**src/hw/rtl/plwu_pkg.sv**
```systemverilog
// Shared types, constants and controller codes for the packed pixel LCD writer.
package plwu_pkg;

    // Panel defaults
    localparam int PanelColumnsDef = 240;
    localparam int PanelRowsDef    = 128;

    // Field widths
    localparam int ColW   = 8;
    localparam int RowW   = 7;
    localparam int LevelW = 5;
    localparam int ByteW  = 8;

    // Address arithmetic width: row * columns + member column stays below 2**16
    localparam int CalcW = 16;

    // Column / 3 by reciprocal: (col * 171) >> 9, exact for 8-bit columns
    localparam logic [CalcW-1:0] TRIPLE_RECIP = 16'd171;
    localparam int               TripleShift  = 9;
    localparam int               TripleW      = 7;

    // Controller codes sent to the panel
    localparam logic [ByteW-1:0] CMD_EXT_IN     = 8'h30;
    localparam logic [ByteW-1:0] CMD_COL_ADDR   = 8'h15;
    localparam logic [ByteW-1:0] COL_END_CODE   = 8'd79;
    localparam logic [ByteW-1:0] CMD_LINE_ADDR  = 8'h75;
    localparam logic [ByteW-1:0] LINE_END_CODE  = 8'd127;
    localparam logic [ByteW-1:0] CMD_MEM_WRITE  = 8'h5C;

    // Word positions within one pixel transaction sequence
    localparam logic [3:0] W_EXT_IN     = 4'd0;
    localparam logic [3:0] W_COL_CMD    = 4'd1;
    localparam logic [3:0] W_COL_START  = 4'd2;
    localparam logic [3:0] W_COL_END    = 4'd3;
    localparam logic [3:0] W_LINE_CMD   = 4'd4;
    localparam logic [3:0] W_LINE_START = 4'd5;
    localparam logic [3:0] W_LINE_END   = 4'd6;
    localparam logic [3:0] W_WRITE_CMD  = 4'd7;
    localparam logic [3:0] W_PIX0       = 4'd8;
    localparam logic [3:0] W_PIX1       = 4'd9;
    localparam logic [3:0] W_PIX2       = 4'd10;

    // Memory sequencer steps
    localparam logic [2:0] MS_IDLE  = 3'd0;
    localparam logic [2:0] MS_CALC  = 3'd1;
    localparam logic [2:0] MS_WRITE = 3'd2;
    localparam logic [2:0] MS_READ0 = 3'd3;
    localparam logic [2:0] MS_READ2 = 3'd5;
    localparam logic [2:0] MS_DONE  = 3'd6;

    typedef struct packed {
        logic [ColW-1:0]   column;
        logic [RowW-1:0]   row;
        logic [LevelW-1:0] grey_level;
    } t_in_item;

    typedef struct packed {
        logic             is_data;
        logic [ByteW-1:0] word_byte;
        logic             last_word;
    } t_out_item;

    typedef enum logic [1:0] {
        ST_CLEAR,
        ST_IDLE,
        ST_RUN
    } t_state;

    typedef struct packed {
        logic       capture;
        logic       calc;
        logic       base_col;
        logic       wr_pixel;
        logic       clr_wr;
        logic       rd_issue;
        logic [1:0] rd_idx;
        logic       load;
        logic [3:0] word_idx;
    } t_cmd;

    typedef struct packed {
        logic clr_last;
        logic out_free;
    } t_status;

endpackage

```
**src/hw/rtl/plwu_ctrl.sv**
```systemverilog
// Controller state machine: clear pass, transaction intake and word sequencing.
module plwu_ctrl
    import plwu_pkg::*;
(
    input  logic    i_clk,
    input  logic    i_rst_n,
    input  logic    i_in_valid,
    output logic    o_in_stall,
    input  t_status i_sts,
    output t_cmd    o_cmd
);

    t_state     r_state, n_state;
    logic [3:0] r_word, n_word;
    logic [2:0] r_mstep, n_mstep;

    always_ff @(posedge i_clk) begin
        if (!i_rst_n) begin
            r_state <= ST_CLEAR;
            r_word  <= W_EXT_IN;
            r_mstep <= MS_IDLE;
        end else begin
            r_state <= n_state;
            r_word  <= n_word;
            r_mstep <= n_mstep;
        end
    end

    // Next state and counters
    always_comb begin
        n_state = r_state;
        n_word  = r_word;
        n_mstep = r_mstep;
        case (r_state)
            ST_CLEAR: begin
                if (i_sts.clr_last) begin
                    n_state = ST_IDLE;
                end
            end
            ST_IDLE: begin
                if (i_in_valid) begin
                    n_state = ST_RUN;
                    n_word  = W_EXT_IN;
                    n_mstep = MS_CALC;
                end
            end
            ST_RUN: begin
                if (r_mstep != MS_DONE) begin
                    n_mstep = r_mstep + 3'd1;
                end
                if (i_sts.out_free) begin
                    n_word = r_word + 4'd1;
                    if (r_word == W_PIX2) begin
                        n_state = ST_IDLE;
                    end
                end
            end
            default: begin
                n_state = ST_IDLE;
            end
        endcase
    end

    // Commands
    always_comb begin
        o_cmd          = '0;
        o_cmd.word_idx = r_word;
        o_cmd.rd_idx   = 2'(r_mstep - MS_READ0);
        o_in_stall     = 1'b1;
        case (r_state)
            ST_CLEAR: begin
                o_cmd.clr_wr = 1'b1;
            end
            ST_IDLE: begin
                o_in_stall    = 1'b0;
                o_cmd.capture = i_in_valid;
            end
            ST_RUN: begin
                o_cmd.calc     = (r_mstep == MS_CALC);
                o_cmd.base_col = (r_mstep == MS_WRITE);
                o_cmd.wr_pixel = (r_mstep == MS_WRITE);
                o_cmd.rd_issue = r_mstep inside {[MS_READ0:MS_READ2]};
                o_cmd.load     = i_sts.out_free;
            end
            default: begin
                o_in_stall = 1'b1;
            end
        endcase
    end

endmodule

```
**config.mk**
```make
export PLATFORM = sky130hd
export DESIGN_NAME = plwu_ctrl
export DESIGN_NICKNAME = d
export VERILOG_FILES = /design/src/hw/rtl/plwu_pkg.sv /design/src/hw/rtl/plwu_ctrl.sv
export SDC_FILE = /design/constraint.sdc
export NUM_CORES = 1
export LEC_CHECK = 0
export BUFFER_PORTS_ARGS = -buffer_cell sky130_fd_sc_hd__buf_2
export CORE_AREA = 2 2 39 41
export CTS_BUF_LIST = sky130_fd_sc_hd__clkbuf_4 sky130_fd_sc_hd__clkbuf_8
export DETAILED_ROUTE_END_ITERATION = 10
export DIE_AREA = 0 0 41 43
export GPL_ROUTABILITY_DRIVEN = 1
export PLACE_DENSITY = 0.67
export SYNTH_ARGS = -nofsm -noshare
export SYNTH_HDL_FRONTEND = slang
export SYNTH_SLANG_ARGS = --single-unit
export TNS_END_PERCENT = 10
```
**constraint.sdc**
```tcl
create_clock -name i_clk -period 3.6 [get_ports i_clk]
set_input_delay 1.08 -clock i_clk [delete_from_list [all_inputs] [get_ports i_clk]]
set_output_delay 1.08 -clock i_clk [all_outputs]
set_load 0.02 [all_outputs]
```
# Yosys cells after proc, flatten, opt, wreduce, memory -nomap -nowiden
# Cells that the tools add are included.
totals:
  mem_count: 0
  wordCells: 42
  latchBits: 0
  mem_bits_rw: 0
  reg_bits: 9
  romBits: 0
classes:
  n_mul: 0
  bitwise: 0
  add_sub_neg: 3
  eq_ne: 11
  reduce_logical: 6
  order_cmp: 2
  shifts: 0
  mux: 17
  div: 0
op_table:
  columns: ["cell", "n"]
  rows:
  - ["$ne A2 B2 Y1 const B", 5]
  - ["$mux W3", 3]
  - ["$mux W2", 4]
  - ["$mux W4", 2]
  - ["$pmux W4 S2", 1]
  - ["$pmux W2 S3", 1]
  - ["$pmux W3 S2", 1]
  - ["$reduce_and A3 Y1", 2]
  - ["$mux W1", 5]
  - ["$add A4 B1 Y4 const B", 1]
  - ["$eq A4 B4 Y1 const B", 1]
  - ["$reduce_and A4 Y1", 1]
  - ["$add A3 B1 Y3 const B", 1]
  - ["$eq A3 B1 Y1 const B", 1]
  - ["$eq A3 B2 Y1 const B", 1]
  - ["$ge A3 B2 Y1 const B", 1]
  - ["$le A3 B3 Y1 const B", 1]
  - ["$ne A3 B3 Y1 const B", 1]
  - ["$eq A2 B1 Y1 const B", 1]
  - ["$eq A2 B2 Y1 const B", 1]
  - ["$logic_not A2 Y1", 1]
  - ["$reduce_bool A2 Y1", 1]
  - ["$sub A2 B2 Y2 const B", 1]
  - ["$logic_and A1 B1 Y1", 1]

# Depth between registers and ports, before layout
depth:
  word_depth: 4
  mapped_depth: 5
  ltp_nobuf: 5

# Least setup slack after synthesis
# No wires, ideal clock.
synth_timing:
  path_kind: "register -> output"
  from: "reg r_mstep[0]"
  to: "out o_cmd[10] (netlist name)"
  t_arrival_ns: 1.603
  path_buffers: 1
  t_required_ns: 2.520
  stages_incl_launch_ff: 5
  path_slack_ns: 0.917
  cell_sequence: "dfxtp_1 > inv_1 > ha_1 > nor3b_1 > buf_4"
synth_rtl:
  columns: ["item", "line", "source"]
  rows:
  - ["start: declaration", "plwu_ctrl.sv:15", "logic [2:0] r_mstep, n_mstep;"]
  - ["start signal: assignment", "plwu_ctrl.sv:25", "r_mstep <= n_mstep;"]
  - ["end: declaration", "plwu_ctrl.sv:10", "output t_cmd o_cmd"]

==> results.txt <==
status: finished, final reports clean
net count after synthesis: 74
DRT Pass-1 Iters: 4
final hold viol count: 0
pwr/cell area: 366 nW/um^2
share of the synthesized area in the top cell type: 0.336
synth warn: 0
initial antenna violation count: 0
Avg Cell Area, Syn: 8.50 sq um
post-DR vias/cell: 5.02
simple-gate portion of the synthesized area: 0.199
Placer Congestion: 0.788
P_leak: 0.313 nW
Die Y: 43 um
CTS tree: yes
cell taking the most area after synthesis: dfxtp_1
total CTS buffers: 3
largest net degree at the start of global routing: 9
DR WL/cell: 11.0 um
reg2reg path depth: 3
post-synthesis compound-gate area fraction: 0.182
ant diodes: 0
crit path max fanout: 6
Max Slew Vio Count: 0
post-layout min period: 2.69 ns
Routed Antenna Nets: 0
clk sinks: 9
WP data arrival: 1.61 ns
worst vdd ir: 0.173 mV
Slew Limit Headroom: 0.816
unrepaired setup endpoints after global routing: false
vias in the first global route: 452
Layout Nets: 95
htree depth: 1
Setup Skew: 0.00144 ns
Buf/Inv on CP: 3
Setup crit start kind: input pin
adder-cell area share of the yosys netlist: 0.140
min-delay worst type: reg2reg
I/O pin count: 19
Setup TNS Final: 0 ns
total of max-cap violations: 0
Initial DRC Count: 5
CP Capture Type: output pin
Final Cycle Share: 0.749
routed vias: 497
grt total ovfl: 0
Setup Buffers After CTS: 0
Site Rows: 14
CP Data Required Time: 2.52 ns
All-Layer GR Usage: 0.155
slowest cell delay on critical path: 0.18 ns
Crit path top cell by count: buf_2
slowest CP cell: nand3b_1
Worst-Margin Slew: 0.273 ns
cell count along the critical path: 4
Synth Register Bits: 9
Starting Density: 0.387
Cells after Synth: 63
maximum clock insertion buffer count: 2
final wirelength: 1090 um
Port Buffers: 18
mux cell area share after synthesis: 0.0187
Synth Area in XOR/XNOR: 0.0327
CTS root buffer: clkbuf_4
crit path kind: in2out
Finish-stage setup viols: 0
dominant cells by area after synthesis: dfxtp_1 34%, ha_1 14%, inv_1 7.0%
clk_lat worst skew: 0.27 ns
DIE WIDTH: 41 um
Hold Slack: 0.511 ns
PostCTS Resize Cnt: 0
Seq/Total Area, Yosys: 0.336
Cell variety after synth: 25
global-route wire length before repair: 1750 um
largest family of logic cells by synthesized area: simple AND/OR/NAND/NOR gates
critical path cell sequence: buf_2 > nand3b_1 > inv_1 > buf_2
hold_buf cts: 0
clk slew on worst S/H paths: 0.06 ns
Hold Path Cell Cnt: 2
layout cells sized above 1: 0.265
DP HPWL: 816 um
crit-path leading delay family: buffers and inverters
number of remaining DRC errors: 0
core area: 1380 sq um
synth-to-layout area growth: 24.1%
Highest Clock Rate: 371 MHz
Post-Syn Area: 536 sq um
die area: 1760 sq um
## final timing paths
path               from          to  slack [ns]
max            i_sts[0]    o_cmd[4]        0.91
max reg2reg  r_state[1]  r_mstep[1]        2.32
min           r_word[3]   r_word[3]        0.51
min reg2reg   r_word[3]   r_word[3]        0.51
## final cells by class
cell class              instances  area, sq um
inverters                      10         37.5
well taps                      16         20.0
flip-flops and latches          9          180
repair buffers                 18         90.1
clock buffers                   4         30.0
multi-input cells              42          307
fillers                       133          719
## tightest hold or removal path: stages (launching register included)
cell and delay (ns):
dfxtp_1 0.33, o21ai_0 0.08, a21oi_1 0.06
## layer usage
layer / up-vias / GRT usage / wire, um
met2: 11 / 0.213 / 512
met1: 224 / 0.178 / 486
met4: 0 / 0.167 / 50
li1: 257 / - / -
met5: - / 0 / 0
met3: 5 / 0.0314 / 44
## cell usage in the layout (no fill, tap or decap), drive strengths merged, types with 3 or more instances in the layout
master	instances
a21oi	3
inv	10
nand2	4
buf	18
clkbuf	4
nor2	3
a211oi	4
ha	6
dfxtp	9
## metrics by stage
| step | power, mW | std cells | worst slack (ns) | area (sq um) | utilization |
|---|---|---|---|---|---|
| 2_1_floorplan | 0.141 | 63 | 0.917 | 536 | - |
| 3_3_place_gp | 0.155 | 95 | 0.929 | 634 | 0.458 |
| 3_5_place_dp | 0.156 | 95 | 0.906 | 634 | 0.458 |
| 4_1_cts | 0.246 | 99 | 0.901 | 664 | 0.480 |
| 5_1_grt | 0.256 | 99 | 0.842 | 664 | 0.480 |
| 6_report | 0.243 | 99 | 0.905 | 664 | 0.480 |
## flip-flops by register name, summed over array words and instances (netlist names)
name     cells
r_mstep      3
r_state      2
r_word       4
## cell families (layout without fill, tap and decap cells)
group | count (synthesis) | after routing
mux | 1 | 1
fa+ha+maj | 6 | 6
compound gates | 14 | 14
buf+inv | 12 | 32
xor+xnor | 2 | 2
flops | 9 | 9
simple gates | 19 | 19
## power by group
group / switching [mW] / total [mW] / internal [mW]
registers: 0.00652 / 0.110 / 0.104
clock network: 0.0396 / 0.0901 / 0.0505
logic: 0.0262 / 0.0431 / 0.0169
## synthesized netlist by cell type, drive strengths merged
master,count
buf,1
nor2,3
nand2,4
nand3b,2
or2b,1
nand2b,1
nor3b,2
nor3,1
a311oi,1
ha,6
o21a,1
clkbuf,1
nand4b,1
nor2b,1
a41oi,1
o21ai,2
a211oi,4
xnor2,2
mux2i,1
inv,10
o32ai,2
a21oi,3
dfxtp,9
nand3,2
or3,1
(Power assumes the default switching activity.)
